==> src/rtl/core/keypoint_nms_grid_select_unit_defines.svh <==
// assertion macros shared by the block
`ifndef KEYPOINT_NMS_GRID_SELECT_UNIT_DEFINES_SVH
`define KEYPOINT_NMS_GRID_SELECT_UNIT_DEFINES_SVH
`ifndef NO_ASSERTIONS
`define KNGS_ASSERT(lbl, ck, rs, prop) lbl: assert property (@(posedge ck) disable iff (rs) \
  prop) else $error("kngs assertion failed");
`define KNGS_IMPLIES(lbl, a, c) `KNGS_ASSERT(lbl, clk, rst, (a) |-> (c))
`else
`define KNGS_ASSERT(lbl, ck, rs, prop)
`define KNGS_IMPLIES(lbl, a, c)
`endif
`endif

==> src/rtl/core/kngs_pkg.sv <==
package kngs_pkg;

  // fixed field widths
  localparam int SC_W      = 16;
  localparam int CFG_W     = 7;
  localparam int CFG_IDX_W = 4;
  localparam int CRD_W     = 7;
  // map index width: a 7-bit width times a 7-bit height stays below 2^14
  localparam int IDX_W     = 14;

  // register indexes
  localparam logic [CFG_IDX_W-1:0] CFG_RADIUS = 4'd0;
  localparam logic [CFG_IDX_W-1:0] CFG_MAXP   = 4'd1;
  localparam logic [CFG_IDX_W-1:0] CFG_MINP   = 4'd2;
  localparam logic [CFG_IDX_W-1:0] CFG_ROWS   = 4'd3;
  localparam logic [CFG_IDX_W-1:0] CFG_COLS   = 4'd4;
  localparam logic [CFG_IDX_W-1:0] CFG_QUOTA  = 4'd5;
  localparam logic [CFG_IDX_W-1:0] CFG_WIDTH  = 4'd6;
  localparam logic [CFG_IDX_W-1:0] CFG_HEIGHT = 4'd7;

  typedef struct packed {
    logic signed [SC_W-1:0] score;
    logic                   pixel_valid;
    logic                   end_of_map;
  } px_t;

  typedef struct packed {
    logic [5:0]             row_pos;
    logic [5:0]             col_pos;
    logic signed [SC_W-1:0] point_score;
    logic                   empty_set;
    logic                   final_point;
  } kp_t;

  // clamped configuration seen by the back end
  typedef struct packed {
    logic [5:0]       rad;
    logic [6:0]       w;
    logic [6:0]       h;
    logic [6:0]       maxp;
    logic [6:0]       minp;
    logic [3:0]       rows;
    logic [3:0]       cols;
    logic [6:0]       quota;
    logic [IDX_W-1:0] npix;
  } cfg_t;

  // classified pixel beat handed from front to back
  typedef struct packed {
    logic                   wr;
    logic                   last;
    logic [IDX_W-1:0]       addr;
    logic [IDX_W-1:0]       count;
    logic signed [SC_W-1:0] score;
    logic                   valid;
  } cmd_t;

  // survivor list entry
  typedef struct packed {
    logic [CRD_W-1:0]       y;
    logic [CRD_W-1:0]       x;
    logic signed [SC_W-1:0] score;
  } surv_t;

  typedef enum logic [4:0] {
    B_IDLE,
    B_CLR,
    B_QUOTA,
    B_SCAN,
    B_FOUND,
    B_CHK,
    B_APPEND,
    B_GRD,
    B_GLAT,
    B_GDIV,
    B_GCRD,
    B_GUPD,
    B_PRD,
    B_PEV,
    B_TFL,
    B_TEV,
    B_DONE
  } back_state_t;

endpackage

==> src/rtl/core/kngs_fifo.sv <==
module kngs_fifo (
  input  logic            clk,
  input  logic            rst,
  input  logic            push,
  input  kngs_pkg::cmd_t  din,
  output logic            full,
  input  logic            pop,
  output kngs_pkg::cmd_t  dout,
  output logic            nempty
);

  kngs_pkg::cmd_t ent [2];
  logic           wr_ptr;
  logic           rd_ptr;
  logic [1:0]     cnt;

  assign full   = (cnt == 2'd2);
  assign nempty = (cnt != 2'd0);
  assign dout   = ent[rd_ptr];

  // pointers and fill level
  always_ff @(posedge clk) begin
    if (rst) begin
      wr_ptr <= 1'b0;
      rd_ptr <= 1'b0;
      cnt    <= 2'd0;
    end else begin
      if (push) begin
        wr_ptr <= ~wr_ptr;
      end
      if (pop) begin
        rd_ptr <= ~rd_ptr;
      end
      if (push && !pop) begin
        cnt <= cnt + 2'd1;
      end else if (pop && !push) begin
        cnt <= cnt - 2'd1;
      end
    end
  end

  // entry storage
  always_ff @(posedge clk) begin
    if (push) begin
      ent[wr_ptr] <= din;
    end
  end

endmodule

==> config.mk <==
export PLATFORM = sky130hd
export DESIGN_NAME = kngs_fifo
export DESIGN_NICKNAME = d
export VERILOG_FILES = /design/src/rtl/core/keypoint_nms_grid_select_unit_defines.svh /design/src/rtl/core/kngs_pkg.sv /design/src/rtl/core/kngs_fifo.sv
export SDC_FILE = /design/constraint.sdc
export NUM_CORES = 1
export LEC_CHECK = 0
export ABC_AREA = 1
export BUFFER_PORTS_ARGS = -buffer_cell sky130_fd_sc_hd__buf_4
export CAP_MARGIN = 25
export CORE_UTILIZATION = 26
export DETAILED_ROUTE_END_ITERATION = 10
export GPL_ROUTABILITY_DRIVEN = 0
export PLACE_DENSITY = 0.52
export SYNTH_ARGS = -nofsm -noshare
export SYNTH_HDL_FRONTEND = slang
export SYNTH_SLANG_ARGS = --single-unit
==> constraint.sdc <==
create_clock -name clk -period 9.18 [get_ports clk]
set_clock_uncertainty 0.1 [all_clocks]
set_input_delay 1.377 -clock clk [delete_from_list [all_inputs] [get_ports clk]]
set_output_delay 1.377 -clock clk [all_outputs]
set_load 0.02 [all_outputs]
==> results list <==
- Run status: finished, final reports clean
* Sequential element share of the synthesized area: 78.1%
* Starting density of the core: 26.8%
- Measured against its own limit, the worst slew margin works out to 43.8%.
- Final setup vio count: 0
- For the pin with the worst max-slew slack, the measured transition is 843 ps.
* Cell type with the highest aggregate area in the netlist: sky130_fd_sc_hd__edfxtp_1
- After detailed routing, the average wire length per cell comes to 14.0 um.
- Cells with a size suffix above 1 make up 55.7% of the layout.
* Avg Cell Area, Syn: 20.9 um2
- H-Tree Depth: 3
- Dpl cells: 455
- Power Dens Cells: 204 nW/um2
- Leakage power figure: 1.92 nW
* Achievable Freq: 0.299 GHz
* Maxcap violations: 0
* Flip-flop and latch count after synthesis: 99
- Net total in the final layout: 338
* Fraction of synthesized cell area taken by the top area cell type: 75.5%
- Inserted Clock Buffers: 9
* Cell with the biggest individual delay on the critical path: sky130_fd_sc_hd__dfxtp_4
* Placed wire-length estimate after detailed placement: 4.23 mm
* Portion of total power attributed to combinational logic: 13.9%
- Core outline area: 13900 um2
- Unique cell type count in the Yosys netlist: 16
- Entering global routing, the biggest net connects 48 pins.
* Buffer levels on the longest clock path: 2
- R2R setup slack: 7330 ps
- Non-filler cells in the finished layout: 471
* TritonCTS clock tree: yes
- For this design the top-level I/O count stands at 100.
* Post-CTS repair timing setup buffer count: 0
- Clock transition at path regs: 60 ps
- Switching share of power: 22.9%
- Number of core rows: 43
* Detail Route Antenna Nets: 0
- Initial detailed-routing violation count: 88
* Post-CTS Resized: 0
* First-pass GRT wire length: 10.2 mm
- Critical path capture point type: output port
- For the worst setup path, the data arrival time is 1870 ps.
- Accumulated negative setup slack: 0 ps
- By startpoint and endpoint, the worst setup path is classified as flip-flop to output port.
- Buffers placed on the I/O ports in this run total 99.
- When the netlist entered floorplanning its net count stood at 231.
- The tree is rooted in a sky130_fd_sc_hd__clkbuf_16.
- Worst hold-check path type: flip-flop to flip-flop
* Cell-by-cell listing of the critical path: mux2_2 > buf_4
- Start of the worst register-to-register path: wr_ptr$_SDFFE_PP0P_
* Max Fanout on Critical Path: 47
- The die is 122 um wide.
- The final count of pins violating max slew was 0.
- VDD IR max: 0.0879 mV
* Worst Path Buf+Inv: 1
- Most frequent cell after synthesis: sky130_fd_sc_hd__edfxtp_1
* Number of buffers inserted for hold repair after clock tree synthesis: 0
- Total die area: 14900 um2
- Post-route fraction of the period consumed by the critical path: 36.5%
* Hold violation total from the final report: 0
* Share of synthesized flip-flops with an asynchronous set or reset: 0%
* Number of vias in the routed layout: 1872
- Antenna violations before repair: 0
* Die height: 122 um
- In this run the power spent charging and discharging nets is 0.000230 W.
* Slowest cell delay on critical path: 860 ps
* Overall routed net length: 6.59 mm
- In this run, flip-flops and latches consume 53.4% of the power.
- Total global-route track usage: 9.62%
- Pre-Repair DR Iteration Count: 4
- Total number of yosys warnings: 0
* Share of total power in the clock network: 32.8%
* Number of antenna cells inserted: 0
- Counting flops with a built-in enable in the synthesized netlist gives 94.
- In the routed layout, each cell is associated on average with a via count of 3.97.
- Path length in cells of the critical path: 2
- The via count of the first global-routing pass was 2021.
* Largest delay contributor family on the critical path: flip-flops
* Largest cells by area after synthesis: sky130_fd_sc_hd__edfxtp_1, sky130_fd_sc_hd__mux2_4, sky130_fd_sc_hd__mux2_2
- The critical path ends at dout[0].
- Number of DRC violations after detailed routing: 0
- Filler cells: 1324
- For this run, the leading register cell type out of synthesis is sky130_fd_sc_hd__edfxtp_1.
- Cell internal power was estimated by the tool at 0.000778 W.
- Endpoint of the worst-slack reg-to-reg timing path: ent[0][12]$_DFFE_PP_
* Post-layout power: 0.00101 W
* GRT overflow: 0
* Gate count after technology mapping: 179
- Worst Min Path Start: rd_ptr$_SDFFE_PP0P_
- At the worst endpoint, the required time is 7700 ps.
* Latest clock arrival within the worst-skew pair: 340 ps
* P&R area growth vs syn: 32.4%
- RSZ-0062 raised after global routing: no
* Cell area after technology mapping: 3740 um2
- Subtracting the final worst setup slack from the clock period gives 3350 ps.
- Sorting the synthesized cells by how often they occur yields sky130_fd_sc_hd__edfxtp_1, sky130_fd_sc_hd__mux2_4, sky130_fd_sc_hd__mux2_2, sky130_fd_sc_hd__inv_1.
- Counting cells, the worst reg-to-reg path comes to 2.
- The clock drives 99 sinks.
- STA classifies the critical path startpoint as a flip-flop.
[how the worst min path moves through the flow]
| stage | endpoint | cells past startpoint |
|---|---|---|
| CTS | flip-flop | 2 |
| global placement | rd_ptr$_SDFFE_PP0P_ | 2 |
| detailed placement | flip-flop | 2 |
| global route | rd_ptr$_SDFFE_PP0P_ | 2 |
| finish | flip-flop | 2 |
| floorplan | flip-flop | 2 |
[registers in the layout, summed over array words and instances (netlist names), named ones only]
signal / flops
ent: 94
cnt: 2
rd_ptr: 1
wr_ptr: 1
[kinds of logic (layout without fill, tap and decap cells)]
family / Yosys count / after routing / share of synthesized area (%)
and+or+nand+nor: 15 / 15 / 1.64
buffers and inverters: 14 / 126 / 2.24
adders and majority gates: 1 / 1 / 0.334
AOI/OAI and AO/OA: 2 / 2 / 0.267
DFF: 99 / 99 / 78.1
muxes: 47 / 47 / 17.2
xor gates and xnor gates: 1 / 1 / 0.234
[through the flow]
stage / hold slack, ps / setup WS [ps] / utilization, % / instance area (um2)
global route: 487 / 5750 / 35.5 / 4950
finish: 421 / 5830 / 35.5 / 4950
global placement: 395 / 6070 / 33.6 / 4680
floorplan: 380 / 5240 / - / 3740
detailed placement: 398 / 6060 / 33.7 / 4700
CTS: 416 / 5790 / 35.5 / 4950
[power groups by stage]
stage	clock (W)	sequential (W)	combinational, W
after floorplan	0	0.000537	0.0000903
after global placement	0	0.000548	0.000140
after detailed placement	0	0.000549	0.000143
after CTS	0.000346	0.000539	0.000143
after global routing	0.000362	0.000541	0.000150
final	0.000331	0.000538	0.000140
[metal layers]
| metal | wire, um | vias to the layer above | GRT usage (%) |
|---|---|---|---|
| met3 | 417 | 13 | 3.32 |
| li1 | - | 895 | - |
| met2 | 3190 | 57 | 14.4 |
| met1 | 2790 | 907 | 11.5 |
| met5 | 0 | - | 0 |
| met4 | 194 | 0 | 6.94 |
[layout by cell type (no fill, tap or decap), types with 2 or more instances in the layout]
master                      instances
sky130_fd_sc_hd__buf_4            100
sky130_fd_sc_hd__edfxtp_1          94
sky130_fd_sc_hd__mux2_4            30
sky130_fd_sc_hd__mux2_2            17
sky130_fd_sc_hd__clkbuf_16          9
sky130_fd_sc_hd__inv_1              8
sky130_fd_sc_hd__nand2_1            6
sky130_fd_sc_hd__nor2_1             5
sky130_fd_sc_hd__dfxtp_1            4
sky130_fd_sc_hd__clkbuf_1           3
sky130_fd_sc_hd__clkinv_2           2
sky130_fd_sc_hd__clkinv_1           2
[area by class of cell]
class	instances	area [um2]	area share (%)
tap	180	225	4.55
inverter	9	33.8	0.682
sequential	99	2930	59.1
clock inverter	4	17.5	0.354
multi-input combinational	66	742	15.0
clock buffer	12	236	4.78
timing repair buffer	101	771	15.6
[tightest hold or removal path: stages (launching register included)]
cell	delay, ps
sky130_fd_sc_hd__dfxtp_1	320
sky130_fd_sc_hd__xnor2_1	90
sky130_fd_sc_hd__nor2_1	80
Power figures use the tool's default switching activity.
