File: config.mk
export PLATFORM = sky130hd
export DESIGN_NAME = kngs_front
export DESIGN_NICKNAME = d
export VERILOG_FILES = /design/src/rtl/core/keypoint_nms_grid_select_unit_defines.svh /design/src/rtl/core/kngs_pkg.sv /design/src/rtl/core/kngs_front.sv
export SDC_FILE = /design/constraint.sdc
export NUM_CORES = 1
export LEC_CHECK = 0
export BUFFER_PORTS_ARGS = -buffer_cell sky130_fd_sc_hd__buf_4
export CORE_ASPECT_RATIO = 0.8
export CORE_MARGIN = 2
export CORE_UTILIZATION = 59
export CTS_CLUSTER_SIZE = 30
export DETAILED_ROUTE_END_ITERATION = 8
export GPL_ROUTABILITY_DRIVEN = 0
export PLACE_DENSITY_LB_ADDON = 0.2
export SLEW_MARGIN = 20
export SYNTH_ARGS = -nofsm -noshare
export SYNTH_HDL_FRONTEND = slang
export SYNTH_SLANG_ARGS = --single-unit
File: constraint.sdc
create_clock -name clk -period 18.75 [get_ports clk]
set_input_delay 3.75 -clock clk [delete_from_list [all_inputs] [get_ports clk]]
set_output_delay 3.75 -clock clk [all_outputs]
set_load 0.005 [all_outputs]
File: src/rtl/core/keypoint_nms_grid_select_unit_defines.svh
// assertion macros shared by the block
`ifndef KEYPOINT_NMS_GRID_SELECT_UNIT_DEFINES_SVH
`define KEYPOINT_NMS_GRID_SELECT_UNIT_DEFINES_SVH
`ifndef NO_ASSERTIONS
`define KNGS_ASSERT(lbl, ck, rs, prop) lbl: assert property (@(posedge ck) disable iff (rs) \
  prop) else $error("kngs assertion failed");
`define KNGS_IMPLIES(lbl, a, c) `KNGS_ASSERT(lbl, clk, rst, (a) |-> (c))
`else
`define KNGS_ASSERT(lbl, ck, rs, prop)
`define KNGS_IMPLIES(lbl, a, c)
`endif
`endif

File: src/rtl/core/kngs_pkg.sv
package kngs_pkg;

  // fixed field widths
  localparam int SC_W      = 16;
  localparam int CFG_W     = 7;
  localparam int CFG_IDX_W = 4;
  localparam int CRD_W     = 7;
  // map index width: a 7-bit width times a 7-bit height stays below 2^14
  localparam int IDX_W     = 14;

  // register indexes
  localparam logic [CFG_IDX_W-1:0] CFG_RADIUS = 4'd0;
  localparam logic [CFG_IDX_W-1:0] CFG_MAXP   = 4'd1;
  localparam logic [CFG_IDX_W-1:0] CFG_MINP   = 4'd2;
  localparam logic [CFG_IDX_W-1:0] CFG_ROWS   = 4'd3;
  localparam logic [CFG_IDX_W-1:0] CFG_COLS   = 4'd4;
  localparam logic [CFG_IDX_W-1:0] CFG_QUOTA  = 4'd5;
  localparam logic [CFG_IDX_W-1:0] CFG_WIDTH  = 4'd6;
  localparam logic [CFG_IDX_W-1:0] CFG_HEIGHT = 4'd7;

  typedef struct packed {
    logic signed [SC_W-1:0] score;
    logic                   pixel_valid;
    logic                   end_of_map;
  } px_t;

  typedef struct packed {
    logic [5:0]             row_pos;
    logic [5:0]             col_pos;
    logic signed [SC_W-1:0] point_score;
    logic                   empty_set;
    logic                   final_point;
  } kp_t;

  // clamped configuration seen by the back end
  typedef struct packed {
    logic [5:0]       rad;
    logic [6:0]       w;
    logic [6:0]       h;
    logic [6:0]       maxp;
    logic [6:0]       minp;
    logic [3:0]       rows;
    logic [3:0]       cols;
    logic [6:0]       quota;
    logic [IDX_W-1:0] npix;
  } cfg_t;

  // classified pixel beat handed from front to back
  typedef struct packed {
    logic                   wr;
    logic                   last;
    logic [IDX_W-1:0]       addr;
    logic [IDX_W-1:0]       count;
    logic signed [SC_W-1:0] score;
    logic                   valid;
  } cmd_t;

  // survivor list entry
  typedef struct packed {
    logic [CRD_W-1:0]       y;
    logic [CRD_W-1:0]       x;
    logic signed [SC_W-1:0] score;
  } surv_t;

  typedef enum logic [4:0] {
    B_IDLE,
    B_CLR,
    B_QUOTA,
    B_SCAN,
    B_FOUND,
    B_CHK,
    B_APPEND,
    B_GRD,
    B_GLAT,
    B_GDIV,
    B_GCRD,
    B_GUPD,
    B_PRD,
    B_PEV,
    B_TFL,
    B_TEV,
    B_DONE
  } back_state_t;

endpackage

File: src/rtl/core/kngs_front.sv
module kngs_front #(
  parameter int MAX_WIDTH     = 64,
  parameter int MAX_HEIGHT    = 64,
  parameter int POINT_CAP     = 64,
  parameter int MAX_GRID      = 8
) (
  input  logic                                clk,
  input  logic                                rst,
  input  logic                                cfg_we,
  input  logic [kngs_pkg::CFG_IDX_W-1:0]      cfg_index,
  input  logic [kngs_pkg::CFG_W-1:0]          cfg_data,
  input  logic                                px_valid,
  output logic                                px_stall,
  input  kngs_pkg::px_t                       px_data,
  input  logic                                q_full,
  output logic                                q_push,
  output kngs_pkg::cmd_t                      q_cmd,
  output kngs_pkg::cfg_t                      cfg
);

  localparam logic [6:0] WMAX = (MAX_WIDTH > 127) ? 7'd127 : 7'(MAX_WIDTH);
  localparam logic [6:0] HMAX = (MAX_HEIGHT > 127) ? 7'd127 : 7'(MAX_HEIGHT);
  localparam logic [6:0] KMAX = 7'(POINT_CAP);
  localparam logic [3:0] GMAX = (MAX_GRID > 15) ? 4'd15 : 4'(MAX_GRID);

  localparam int IW = kngs_pkg::IDX_W;

  logic [5:0] suppress_radius;
  logic [6:0] max_points;
  logic [6:0] min_points;
  logic [3:0] grid_rows;
  logic [3:0] grid_cols;
  logic [6:0] per_cell_quota;
  logic [6:0] image_width;
  logic [6:0] image_height;

  logic [IW-1:0] pos;
  logic [IW-1:0] pos_after;
  logic          wr;

  // register writes
  always_ff @(posedge clk) begin
    if (rst) begin
      suppress_radius <= 6'd0;
      max_points      <= 7'd64;
      min_points      <= 7'd0;
      grid_rows       <= 4'd1;
      grid_cols       <= 4'd1;
      per_cell_quota  <= 7'd0;
      image_width     <= 7'd64;
      image_height    <= 7'd64;
    end else if (cfg_we) begin
      unique case (cfg_index)
        kngs_pkg::CFG_RADIUS: suppress_radius <= cfg_data[5:0];
        kngs_pkg::CFG_MAXP:   max_points      <= cfg_data;
        kngs_pkg::CFG_MINP:   min_points      <= cfg_data;
        kngs_pkg::CFG_ROWS:   grid_rows       <= cfg_data[3:0];
        kngs_pkg::CFG_COLS:   grid_cols       <= cfg_data[3:0];
        kngs_pkg::CFG_QUOTA:  per_cell_quota  <= cfg_data;
        kngs_pkg::CFG_WIDTH:  image_width     <= cfg_data;
        kngs_pkg::CFG_HEIGHT: image_height    <= cfg_data;
        default: ;
      endcase
    end
  end

  // clamped view of the registers
  always_comb begin
    cfg.rad   = suppress_radius;
    cfg.w     = (image_width == 7'd0) ? 7'd1 : ((image_width > WMAX) ? WMAX : image_width);
    cfg.h     = (image_height == 7'd0) ? 7'd1 :
                ((image_height > HMAX) ? HMAX : image_height);
    cfg.maxp  = (max_points == 7'd0) ? 7'd1 : ((max_points > KMAX) ? KMAX : max_points);
    cfg.minp  = (min_points > cfg.maxp) ? cfg.maxp : min_points;
    cfg.rows  = (grid_rows == 4'd0) ? 4'd1 : ((grid_rows > GMAX) ? GMAX : grid_rows);
    cfg.cols  = (grid_cols == 4'd0) ? 4'd1 : ((grid_cols > GMAX) ? GMAX : grid_cols);
    cfg.quota = per_cell_quota;
    cfg.npix  = IW'(cfg.w) * IW'(cfg.h);
  end

  // classify the beat: store or drop, and close the map on its last pixel
  always_comb begin
    wr        = (pos < cfg.npix);
    pos_after = wr ? (pos + 1'b1) : ((pos > cfg.npix) ? cfg.npix : pos);
    q_cmd.wr    = wr;
    q_cmd.last  = px_data.end_of_map;
    q_cmd.addr  = pos;
    q_cmd.count = pos_after;
    q_cmd.score = px_data.score;
    q_cmd.valid = px_data.pixel_valid;
  end

  assign px_stall = q_full;
  assign q_push   = px_valid && !q_full;

  // load position
  always_ff @(posedge clk) begin
    if (rst) begin
      pos <= '0;
    end else if (q_push) begin
      pos <= px_data.end_of_map ? '0 : pos_after;
    end
  end

endmodule

==> results of run 1 <==
metal layers:
metal	wire [µm]	vias up	global-route usage (%)	share of wire (%)
li1	-	2501	-	-
met1	6660	2512	41.0	44
met4	269	0	8.84	1.8
met3	1130	39	6.74	7.4
met2	7180	260	46.4	47
met5	0	-	0	0
placed cells by master, fill, tap and decap left out, types with 4 or more instances in the layout:
master	synthesis	layout
sky130_fd_sc_hd__a21o_1	10	10
sky130_fd_sc_hd__nand4_1	5	5
sky130_fd_sc_hd__nor3_1	14	13
sky130_fd_sc_hd__mux2i_1	45	45
sky130_fd_sc_hd__and2_1	12	12
sky130_fd_sc_hd__nor4_1	4	4
sky130_fd_sc_hd__nand2b_1	15	15
sky130_fd_sc_hd__mux2_2	6	6
sky130_fd_sc_hd__buf_4	23	113
sky130_fd_sc_hd__ha_1	54	54
sky130_fd_sc_hd__nor3b_1	4	4
sky130_fd_sc_hd__o31ai_1	5	5
sky130_fd_sc_hd__a31oi_1	4	4
sky130_fd_sc_hd__xor2_1	6	6
sky130_fd_sc_hd__a21boi_0	5	5
sky130_fd_sc_hd__nor2b_1	9	9
sky130_fd_sc_hd__dfxtp_1	63	63
sky130_fd_sc_hd__or2_2	5	5
sky130_fd_sc_hd__fa_1	24	24
sky130_fd_sc_hd__clkbuf_16	0	9
sky130_fd_sc_hd__o211ai_1	6	6
sky130_fd_sc_hd__nor2_1	99	99
sky130_fd_sc_hd__a22oi_1	4	4
sky130_fd_sc_hd__a211o_1	9	9
sky130_fd_sc_hd__nand3_1	13	13
sky130_fd_sc_hd__a211oi_1	4	4
sky130_fd_sc_hd__o21ai_0	15	15
sky130_fd_sc_hd__a32o_1	6	6
sky130_fd_sc_hd__xnor2_1	10	10
sky130_fd_sc_hd__a21oi_1	27	27
sky130_fd_sc_hd__nand2_1	52	52
sky130_fd_sc_hd__inv_1	76	76
layout make-up:
class	instances	area share, %
Multi-Input combinational cell	508	57.3
Timing Repair Buffer	113	12.8
Tap cell	115	2.16
Clock inverter	7	1.07
Inverter	77	4.35
Sequential cell	63	19.0
Clock buffer	9	3.39
worst paths after layout:
| check | from | to | slack, ns | cells past startpoint |
|---|---|---|---|---|
| worst max-delay path | image_width[1]$_SDFFE_PP0P_ | q_cmd[20] | 7.33 | 27 |
| worst min-delay path | grid_cols[0]$_SDFFE_PP1P_ | grid_cols[0]$_SDFFE_PP1P_ | 0.47 | 1 |
| worst max register to register | image_width[1]$_SDFFE_PP0P_ | pos[9]$_SDFFE_PP0P_ | 11.41 | 26 |
| worst min register to register | grid_cols[0]$_SDFFE_PP1P_ | grid_cols[0]$_SDFFE_PP1P_ | 0.47 | 1 |
registers in the layout (all words and copies together), names as in the netlist:
signal and cells:
grid_cols 4, grid_rows 4, image_height 7, image_width 7, max_points 7, min_points 7
per_cell_quota 7, pos 14, suppress_radius 6
Yosys cell counts, types with 3 or more instances:
master                      n  area share, %
sky130_fd_sc_hd__nor2_1    99            6.6
sky130_fd_sc_hd__inv_1     76            5.1
sky130_fd_sc_hd__dfxtp_1   63             22
sky130_fd_sc_hd__ha_1      54             12
sky130_fd_sc_hd__nand2_1   52            3.5
sky130_fd_sc_hd__mux2i_1   45            8.0
sky130_fd_sc_hd__a21oi_1   27            2.4
sky130_fd_sc_hd__fa_1      24            8.5
sky130_fd_sc_hd__buf_4     23            3.1
sky130_fd_sc_hd__clkbuf_1  23            1.5
sky130_fd_sc_hd__nand2b_1  15            1.7
sky130_fd_sc_hd__o21ai_0   15            1.3
sky130_fd_sc_hd__nor3_1    14            1.2
sky130_fd_sc_hd__nand3_1   13            1.2
sky130_fd_sc_hd__and2_1    12            1.3
sky130_fd_sc_hd__a21o_1    10            1.3
sky130_fd_sc_hd__xnor2_1   10            1.6
sky130_fd_sc_hd__a211o_1    9            1.4
sky130_fd_sc_hd__nor2b_1    9            1.0
sky130_fd_sc_hd__a32o_1     6            1.1
sky130_fd_sc_hd__mux2_2     6            1.2
sky130_fd_sc_hd__o211ai_1   6           0.80
sky130_fd_sc_hd__xor2_1     6           0.93
sky130_fd_sc_hd__a21boi_0   5           0.66
sky130_fd_sc_hd__nand4_1    5           0.55
sky130_fd_sc_hd__o31ai_1    5           0.66
sky130_fd_sc_hd__or2_2      5           0.55
sky130_fd_sc_hd__a211oi_1   4           0.53
sky130_fd_sc_hd__a22oi_1    4           0.53
sky130_fd_sc_hd__a31oi_1    4           0.44
sky130_fd_sc_hd__buf_2      4           0.35
sky130_fd_sc_hd__nor3b_1    4           0.53
sky130_fd_sc_hd__nor4_1     4           0.44
sky130_fd_sc_hd__buf_1      3           0.20
sky130_fd_sc_hd__nand3b_1   3           0.40
through the flow:
step	hold WS (ns)	utilization [%]
floorplan	0.436	-
global placement	0.453	69.1
detailed placement	0.459	69.1
CTS	0.472	72.3
global route	0.495	72.3
finish	0.471	72.3
power breakdown:
group	switching, W	leakage, nW	internal, W
registers	0.00000213	0.509	0.000136
clock network	0.0000640	0.138	0.000103
logic	0.0000201	2.67	0.0000146
cells by family (layout without fill, tap and decap cells):
kind of cell    Yosys count  in the layout  share of synthesized area, %
simple gates            244            244                          20.2
buf+inv                 130            206                          10.3
fa+ha+maj                78             78                          20.5
flops                    63             63                          22.3
xor+xnor                 16             16                          2.48
mux                      51             51                          9.18
compound gates          119            119                          15.1
==> reports/results.md, run 1 <==
### Floorplanning
- Die Span X: 113 µm
- area of the die: 0.0104 mm²
- effective utilization at floorplan: 61.4%
- count of pins on the block boundary: 146
- total number of placement rows: 31
- placeable core region: 0.00919 mm²
- Die Y-Extent: 91.5 µm

### Timing
- crit path setup slack, layout: 7.33 ns
- Worst Max-Slew Pin Slew: 1.03 ns
- Max Clock Skew: 0.00438 ns
- Slew Viols, Final: 0
- setup violators final: 0
- Max-Slew Margin vs Limit: 30.5%
- Period Utilization, post-route: 60.9%
- total count of hold-check failures in the final report: 0
- Min Clock Period, post-route: 11.42 ns
- sum of negative setup slack: 0 ns
- unrepaired setup endpoints after global routing: false
- fmax: 0.0876 GHz

### Logic synthesis
- YS warnings: 0
- Post-Synthesis Cell Area: 0.00565 mm²
- async set or reset register ratio after synthesis: 0%
- Seq cells post-synth: 63
- Mapped Avg Cell Area: 8.05 µm²
- nets in the synthesized netlist: 813
- number of enable flip-flop cells after synthesis: 0
- count of mapped cells out of synthesis: 701
- number of different library cells in the post-synthesis netlist: 64
- Top FF cell, synth: sky130_fd_sc_hd__dfxtp_1
- Seq/Total Area, Yosys: 22.3%

### Clock tree
- # Post-CTS Setup Buffers: 0
- post-cts repair resize count: 0
- hold buffer count at CTS: 0
- H-tree depth: 3
- CTS buffer count: 9
- CTS Buffer Depth: 2
- Root Buffer: sky130_fd_sc_hd__clkbuf_16
- clock latency on the worst-skew pair: 0.33 ns
- clock transition at the registers of the reported paths: 0.06 ns
- CTS sink cnt: 63
- TritonCTS clock tree: done

### Power and ir drop
- P per Cell Area: 51.0 mW/mm²
- worst-case vdd ir drop: 66.2 µV
- Leak Pwr: 3.31 nW
- overall power consumption: 0.000339 W

### Global routing
- Remaining Overflow, GRT: 0
- combined global-route utilization of all metal layers: 29.7%
- largest net degree at the start of global routing: 56
- initial antenna violation count: 0
- global-route wire length before repair: 24.9 mm
- vias in the first global route: 5055

### Route
- DRC violations left: 0
- final wirelength: 15.2 mm
- routed via count: 5312
- number of search-and-repair iterations in the first detailed-routing pass: 5
- detailed-route wire length per cell: 17.1 µm
- first-iteration detailed-routing DRC count: 413
- Routed Antenna Nets: 0
- vias per inst: 5.96

### Layout
- Final #Nets: 884
- post-route non-filler standard cell count: 892
- number of diodes added for antenna fixing: 0
- Area Growth Syn to Fin: 17.8%
- fraction of layout instances using a drive strength above 1: 19.4%
- Final Instance Area: 0.00665 mm²
- Seq. cell area: 0.00126 mm²
- number of inserted filler cells in the final layout: 710
- multi-input gate area in the final layout: 0.00381 mm²

### Setup path
- sum of buffers and inverters on the critical path: 6
- cell family with the largest share of critical-path delay: adder cells
- CP max FO: 30
- critical setup path kind: flip-flop to output pin
- worst endpoint required time: 15.00 ns
- data arrival time at the worst-slack endpoint: 7.67 ns
- Critical Path Source Type: flip-flop
- CP max stage cell: sky130_fd_sc_hd__fa_1
- delay of the slowest cell on the worst path: 0.55 ns
- kind of end point of the critical path: output pin

### Job
- number of max-cap violations: 0

### Placed design
- total instance count after detailed placement: 876
- sum of net half-perimeters after detailed placement: 11.6 mm
- placed cell area: 0.00635 mm²
- count of input and output buffers: 111
- dpl ws: 7.94 ns

### Status
- status: complete, no violations

### Hold path
- type of the worst min-delay path: flip-flop to flip-flop

Power figures use the tool's default switching activity.
==> run 2, diff against run 1 <==
--- a/config.mk
+++ b/config.mk
@@ -5,10 +5,11 @@
 export SDC_FILE = /design/constraint.sdc
 export NUM_CORES = 1
 export LEC_CHECK = 0
+export ABC_AREA = 1
 export BUFFER_PORTS_ARGS = -buffer_cell sky130_fd_sc_hd__buf_4
 export CORE_ASPECT_RATIO = 0.8
 export CORE_MARGIN = 2
-export CORE_UTILIZATION = 59
+export CORE_UTILIZATION = 55
 export CTS_CLUSTER_SIZE = 30
 export DETAILED_ROUTE_END_ITERATION = 8
 export GPL_ROUTABILITY_DRIVEN = 0
==> constraint.sdc (replaced) <==
create_clock -name clk -period 10.55 [get_ports clk]
set_input_delay 2.11 -clock clk [delete_from_list [all_inputs] [get_ports clk]]
set_output_delay 2.11 -clock clk [all_outputs]
set_load 0.005 [all_outputs]
==> run 2 against run 1 <==
Net effect: critical path type unchanged; final area increased by 0.66%; register-to-register slack got worse by 7.0 ns; total power is 85% higher; highest routed layer unchanged; largest power group unchanged.
==> reports/results.md, run 2 <==
### Status
- status: complete, no violations

### Clock tree
- H-tree depth: 3
- # Post-CTS Setup Buffers: 0
- hold buffer count at CTS: 0
- clock transition at the registers of the reported paths: 0.06 ns
- Root Buffer: sky130_fd_sc_hd__clkbuf_16
- CTS sink cnt: 63
- CTS buffer count: 9
- clock latency on the worst-skew pair: 0.33 ns
- post-cts repair resize count: 0
- CTS Buffer Depth: 2
- TritonCTS clock tree: done

### Logic synthesis
- Synth area leader: sky130_fd_sc_hd__dfxtp_1
- number of different library cells in the post-synthesis netlist: 35
- leading post-synthesis cells by cell area: sky130_fd_sc_hd__dfxtp_1 23%, sky130_fd_sc_hd__ha_1 12%, sky130_fd_sc_hd__nand2_1 12%
- top cells by instance count after synthesis: 178 x sky130_fd_sc_hd__nand2_1, 139 x sky130_fd_sc_hd__nor2_1, 133 x sky130_fd_sc_hd__inv_1
- count of mapped cells out of synthesis: 847
- YS warnings: 0
- async set or reset register ratio after synthesis: 0%
- Mapped Avg Cell Area: 6.61 µm²
- number of enable flip-flop cells after synthesis: 0
- Seq/Total Area, Yosys: 22.5%
- nets in the synthesized netlist: 959
- Seq cells post-synth: 63
- Top FF cell, synth: sky130_fd_sc_hd__dfxtp_1
- Post-Synthesis Cell Area: 0.00560 mm²
- dominant cell by count in the synthesized netlist: sky130_fd_sc_hd__nand2_1
- share of Yosys cell area claimed by the top area cell type: 22.5%

### Power and ir drop
- P per Cell Area: 93.9 mW/mm²
- Combinational Power Share: 9.8%
- share of total power in the clock network: 51.0%
- share of total power consumed by net switching: 23.3%
- worst-case vdd ir drop: 74.5 µV
- sequential group share of total power: 39.2%
- Sw Pwr: 0.000147 W
- Leak Pwr: 3.53 nW
- internal power: 0.000482 W

### Timing
- setup violators final: 0
- total count of hold-check failures in the final report: 0
- sum of negative setup slack: 0 ns
- fmax: 0.118 GHz
- Max-Slew Margin vs Limit: 28.4%
- Slew Viols, Final: 0
- Period Utilization, post-route: 80.6%
- Max Clock Skew: 0.00840 ns
- unrepaired setup endpoints after global routing: false
- Worst Max-Slew Pin Slew: 1.07 ns
- Min Clock Period, post-route: 8.51 ns
- crit path setup slack, layout: 2.04 ns

### Placed design
- sum of net half-perimeters after detailed placement: 11.3 mm
- count of input and output buffers: 111
- dpl ws: 2.46 ns

### Route
- vias per inst: 5.14
- detailed-route wire length per cell: 13.6 µm
- final wirelength: 14.5 mm
- DRC violations left: 0
- Routed Antenna Nets: 0
- first-iteration detailed-routing DRC count: 344
- number of search-and-repair iterations in the first detailed-routing pass: 5
- routed via count: 5504

### Floorplanning
- area of the die: 0.0110 mm²
- count of pins on the block boundary: 146
- effective utilization at floorplan: 57.3%
- Die Span X: 117 µm
- placeable core region: 0.00977 mm²
- Die Y-Extent: 94.3 µm
- total number of placement rows: 32

### Layout
- number of inserted filler cells in the final layout: 876
- commonest cells after routing, fill and taps aside: 178 x sky130_fd_sc_hd__nand2_1, 139 x sky130_fd_sc_hd__nor2_1, 132 x sky130_fd_sc_hd__inv_1, 111 x sky130_fd_sc_hd__buf_4, 63 x sky130_fd_sc_hd__dfxtp_1
- Largest Register: pos
- Largest register FFs: 14
- leading cell type in the layout, fill and taps excluded: sky130_fd_sc_hd__nand2_1
- Final #Nets: 1042
- number of diodes added for antenna fixing: 0
- Area Growth Syn to Fin: 19.5%
- fraction of layout instances using a drive strength above 1: 16.9%

### Hold path
- origin of the worst min-delay path: suppress_radius[4]$_SDFFE_PP0P_
- type of the worst min-delay path: flip-flop to flip-flop

### Global routing
- Remaining Overflow, GRT: 0
- largest net degree at the start of global routing: 50
- vias in the first global route: 5081
- initial antenna violation count: 0
- global-route wire length before repair: 24.2 mm
- combined global-route utilization of all metal layers: 27.8%

### Setup path
- kind of end point of the critical path: output pin
- launch point of the worst path: image_width[6]$_SDFFE_PP1P_
- worst endpoint required time: 8.44 ns
- CP max stage cell: sky130_fd_sc_hd__fa_1
- start of the worst register-to-register path: image_width[6]$_SDFFE_PP1P_
- critical setup path kind: flip-flop to output pin
- cell mode on critical path: sky130_fd_sc_hd__nand2_1
- Critical Path Source Type: flip-flop
- data arrival time at the worst-slack endpoint: 6.40 ns
- CP max FO: 10
- delay of the slowest cell on the worst path: 0.54 ns

### Job
- number of max-cap violations: 0

-- run 2: cell types whose count changed in the layout (fill, tap and decap cells not counted), moves of 10 or more --
cell,before,now
sky130_fd_sc_hd__nor3_1,13,1
sky130_fd_sc_hd__nand3_1,13,47
sky130_fd_sc_hd__nand2b_1,15,0
sky130_fd_sc_hd__a21oi_1,27,39
sky130_fd_sc_hd__mux2i_1,45,0
sky130_fd_sc_hd__nor2_1,99,139
sky130_fd_sc_hd__nand2_1,52,178
sky130_fd_sc_hd__inv_1,76,132
sky130_fd_sc_hd__o21ai_0,15,57
sky130_fd_sc_hd__a21o_1,10,0
-- run 2: area by class of cell --
type,instances,area (µm²),share of cell area (%)
Timing Repair Buffer,111,833,12.5
Tap cell,136,170,2.54
Sequential cell,63,1260,18.8
Clock buffer,12,246,3.68
Clock inverter,4,77.6,1.16
Multi-Input combinational cell,609,3590,53.7
Inverter,136,513,7.66
-- run 2: final timing paths --
path                                           to  slack, ns  cells after the start
setup / recovery                        q_cmd[17]       2.04                     28
hold / removal    suppress_radius[4]$_SDFFE_PP0P_       0.45                      2
setup reg to reg             pos[10]$_SDFFE_PP0P_       4.41                     30
hold reg to reg   suppress_radius[4]$_SDFFE_PP0P_       0.45                      2
-- run 2: power groups by stage --
stage	Sequential (W)	Clock (W)	Combinational, W
after floorplan	0.000251	0	0.0000410
after global placement	0.000251	0	0.0000598
after detailed placement	0.000251	0	0.0000604
after CTS	0.000246	0.000325	0.0000610
after global routing	0.000247	0.000339	0.0000685
final	0.000247	0.000320	0.0000613
-- run 2: critical path: cells and delay by family, from the launching register on --
family	cells	cell delay (ns)
adders and majority gates	6	2.69
AOI/OAI and AO/OA	1	0.30
DFF	1	0.45
and+or+nand+nor	14	1.84
buffers and inverters	7	0.77
-- run 2: metal layers --
metal	vias up	part of all wire, %	GRT usage (%)
li1	2815	-	-
met1	2443	48	40.5
met2	217	41	40.6
met3	29	8.8	6.77
met4	0	1.7	7.84
met5	-	0	0
-- run 2: cells by family after synthesis --
family | Yosys count | synth area share [%]
buffers and inverters | 175 | 13.4
XOR/XNOR | 10 | 1.56
AO/OA/AOI/OAI | 118 | 11.5
AND/OR/NAND/NOR | 403 | 30.4
adder cells (fa/ha/maj) | 78 | 20.6
flip-flops | 63 | 22.5
-- run 2: through the flow --
step / cell area [µm²] / hold WS (ns) / utilization, % / total power (W) / cells
after floorplan: 5600 / 0.430 / - / 0.000292 / 847
after CTS: 6690 / 0.451 / 68.5 / 0.000632 / 1071
final: 6690 / 0.450 / 68.5 / 0.000628 / 1071
after global placement: 6370 / 0.437 / 65.2 / 0.000311 / 1055
after global routing: 6690 / 0.472 / 68.5 / 0.000654 / 1071
after detailed placement: 6370 / 0.442 / 65.2 / 0.000312 / 1055
==> run 3, diff against run 2 <==
--- a/config.mk
+++ b/config.mk
@@ -9,7 +9,7 @@
 export BUFFER_PORTS_ARGS = -buffer_cell sky130_fd_sc_hd__buf_4
 export CORE_ASPECT_RATIO = 0.8
 export CORE_MARGIN = 2
-export CORE_UTILIZATION = 55
+export CORE_UTILIZATION = 49
 export CTS_CLUSTER_SIZE = 30
 export DETAILED_ROUTE_END_ITERATION = 8
 export GPL_ROUTABILITY_DRIVEN = 0
==> constraint.sdc (replaced) <==
create_clock -name clk -period 7.3 [get_ports clk]
set_input_delay 1.46 -clock clk [delete_from_list [all_inputs] [get_ports clk]]
set_output_delay 1.46 -clock clk [all_outputs]
set_load 0.005 [all_outputs]
==> run 3 against run 2 <==
Net effect: sequential power rose by 44%; sequential cell count unchanged; clock-buffer cell count fell by 1; register-to-register slack worse by 2.5 ns; combinational power rose by 62%; worst hold slack got worse by 0.0033 ns; largest cell class unchanged; largest power group unchanged.
==> reports/results.md, run 3 (synthesis gave the netlist of run 2 again) <==
### Timing
- crit path setup slack, layout: 0.267 ns
- Min Clock Period, post-route: 7.03 ns
- Period Utilization, post-route: 96.3%
- fmax: 0.142 GHz
- Slew Viols, Final: 0
- total count of hold-check failures in the final report: 0
- Max Clock Skew: 0.0147 ns
- setup violators final: 0
- Worst Max-Slew Pin Slew: 0.671 ns
- Max-Slew Margin vs Limit: 55.2%

### Route
- number of search-and-repair iterations in the first detailed-routing pass: 5
- Routed Antenna Nets: 0
- vias per inst: 5.18
- first-iteration detailed-routing DRC count: 349
- final wirelength: 15.6 mm
- routed via count: 5683
- detailed-route wire length per cell: 14.2 µm
- DRC violations left: 0

### Power and ir drop
- share of total power consumed by net switching: 25.3%
- Sw Pwr: 0.000228 W
- sequential group share of total power: 39.5%
- internal power: 0.000673 W
- Leak Pwr: 3.68 nW
- P per Cell Area: 126 mW/mm²
- share of total power in the clock network: 49.5%
- Combinational Power Share: 11.0%
- worst-case vdd ir drop: 98.4 µV
- overall power consumption: 0.000902 W

### Job
- number of max-cap violations: 0

### Layout
- Area Growth Syn to Fin: 27.3%
- final core utilization: 64.7%
- post-route non-filler standard cell count: 1098
- commonest cells after routing, fill and taps aside: 158 x sky130_fd_sc_hd__nand2_1, 127 x sky130_fd_sc_hd__buf_4, 125 x sky130_fd_sc_hd__nor2_1, 120 x sky130_fd_sc_hd__inv_1, 60 x sky130_fd_sc_hd__dfxtp_1
- Largest Register: pos
- leading cell type in the layout, fill and taps excluded: sky130_fd_sc_hd__nand2_1
- Largest register FFs: 14
- fraction of layout instances using a drive strength above 1: 25.8%
- number of diodes added for antenna fixing: 0
- Final #Nets: 1062
- Final Instance Area: 0.00713 mm²

### Global routing
- largest net degree at the start of global routing: 50
- vias in the first global route: 5303
- global-route wire length before repair: 25.4 mm
- initial antenna violation count: 0
- combined global-route utilization of all metal layers: 25.7%
- Remaining Overflow, GRT: 0

### Setup path
- CP max FO: 5
- sum of buffers and inverters on the critical path: 10
- CP max stage cell: sky130_fd_sc_hd__fa_1
- cell family with the largest share of critical-path delay: adder cells
- Critical Path Source Type: flip-flop
- critical setup path kind: flip-flop to output pin
- worst endpoint required time: 5.84 ns
- cell mode on critical path: sky130_fd_sc_hd__nand2_2
- delay of the slowest cell on the worst path: 0.54 ns
- kind of end point of the critical path: output pin
- data arrival time at the worst-slack endpoint: 5.57 ns

### Clock tree
- CTS buffer count: 9
- clock transition at the registers of the reported paths: 0.05 ns
- Root Buffer: sky130_fd_sc_hd__clkbuf_16
- CTS Buffer Depth: 2
- TritonCTS clock tree: done
- hold buffer count at CTS: 0
- H-tree depth: 3
- clock latency on the worst-skew pair: 0.33 ns
- CTS sink cnt: 63

### Floorplanning
- count of pins on the block boundary: 146
- Die Y-Extent: 99.6 µm
- effective utilization at floorplan: 50.8%
- area of the die: 0.0123 mm²
- total number of placement rows: 34
- Die Span X: 124 µm
- placeable core region: 0.0110 mm²

### Hold path
- type of the worst min-delay path: flip-flop to flip-flop

### Placed design
- count of input and output buffers: 111
- dpl ws: 0.134 ns
- sum of net half-perimeters after detailed placement: 11.6 mm
- placed cell area: 0.00645 mm²
- total instance count after detailed placement: 1073

### Status
- status: complete, no violations

-- run 3: cell types whose count changed in the layout (fill, tap and decap cells not counted), sizes merged --
cell and delta:
clkinv -1, inv +1, buf +17, clkbuf -1
bufinv -1, nand2 +1, clkinvlp +3
-- run 3: final cells by class --
class,instances,area (µm²)
well taps,144,180
repair buffers,128,965
flip-flops and latches,63,1260
inverters,136,532
repair inverters,2,17.5
clock buffers,11,253
multi-input cells,610,3860
fillers,961,3890
clock inverters,4,53.8
-- run 3: through the flow --
stage / TNS, ns / hold WS (ns)
6_report: 0 / 0.446
5_1_grt: -0.0339 / 0.473
4_1_cts: 0 / 0.452
3_5_place_dp: 0 / 0.443
3_3_place_gp: 0 / 0.438
2_1_floorplan: 0 / 0.430
-- run 3: repair_timing --
action                     in CTS  in global routing
gates cloned                    0                  3
hold endpoints to repair        0                  0
setup endpoints to repair      14                 15
pin swaps                       1                 30
gates resized for setup        12                 76
setup buffers                   0                  7
-- run 3: power groups by stage --
| stage | Clock [W] | Combinational (W) | Sequential (W) |
|---|---|---|---|
| 6_report | 0.000446 | 0.0000993 | 0.000356 |
| 5_1_grt | 0.000464 | 0.000110 | 0.000357 |
| 4_1_cts | 0.000449 | 0.0000908 | 0.000356 |
| 3_5_place_dp | 0 | 0.0000891 | 0.000363 |
| 3_3_place_gp | 0 | 0.0000887 | 0.000363 |
| 2_1_floorplan | 0 | 0.0000593 | 0.000362 |
-- run 3: worst reg2reg max path: cells and delay by family (launching register included) --
family	cells	cell delay (ns)
AO/OA/AOI/OAI	4	0.59
flip-flops	1	0.33
AND/OR/NAND/NOR	15	1.23
adder cells (fa/ha/maj)	6	2.29
buffers and inverters	10	0.86
-- run 3: final timing paths --
| kind | to | start | slack (ns) | depth (start not counted) |
|---|---|---|---|---|
| worst max-delay path | q_cmd[21] | image_width[5]$_SDFFE_PP0P_ | 0.27 | 35 |
| worst min-delay path | suppress_radius[1]$_SDFFE_PP0P_ | suppress_radius[1]$_SDFFE_PP0P_ | 0.45 | 2 |
| worst max register to register | pos[4]$_SDFFE_PP0P_ | image_width[5]$_SDFFE_PP0P_ | 1.93 | 35 |
| worst min register to register | suppress_radius[1]$_SDFFE_PP0P_ | suppress_radius[1]$_SDFFE_PP0P_ | 0.45 | 2 |
-- run 3: routing by layer --
| layer | up-vias | global-route usage, % | part of all wire (%) |
|---|---|---|---|
| li1 | 2853 | - | - |
| met2 | 230 | 38.0 | 42 |
| met4 | 0 | 6.64 | 2.0 |
| met5 | - | 0 | 0 |
| met1 | 2558 | 37.9 | 48 |
| met3 | 42 | 5.05 | 8.0 |
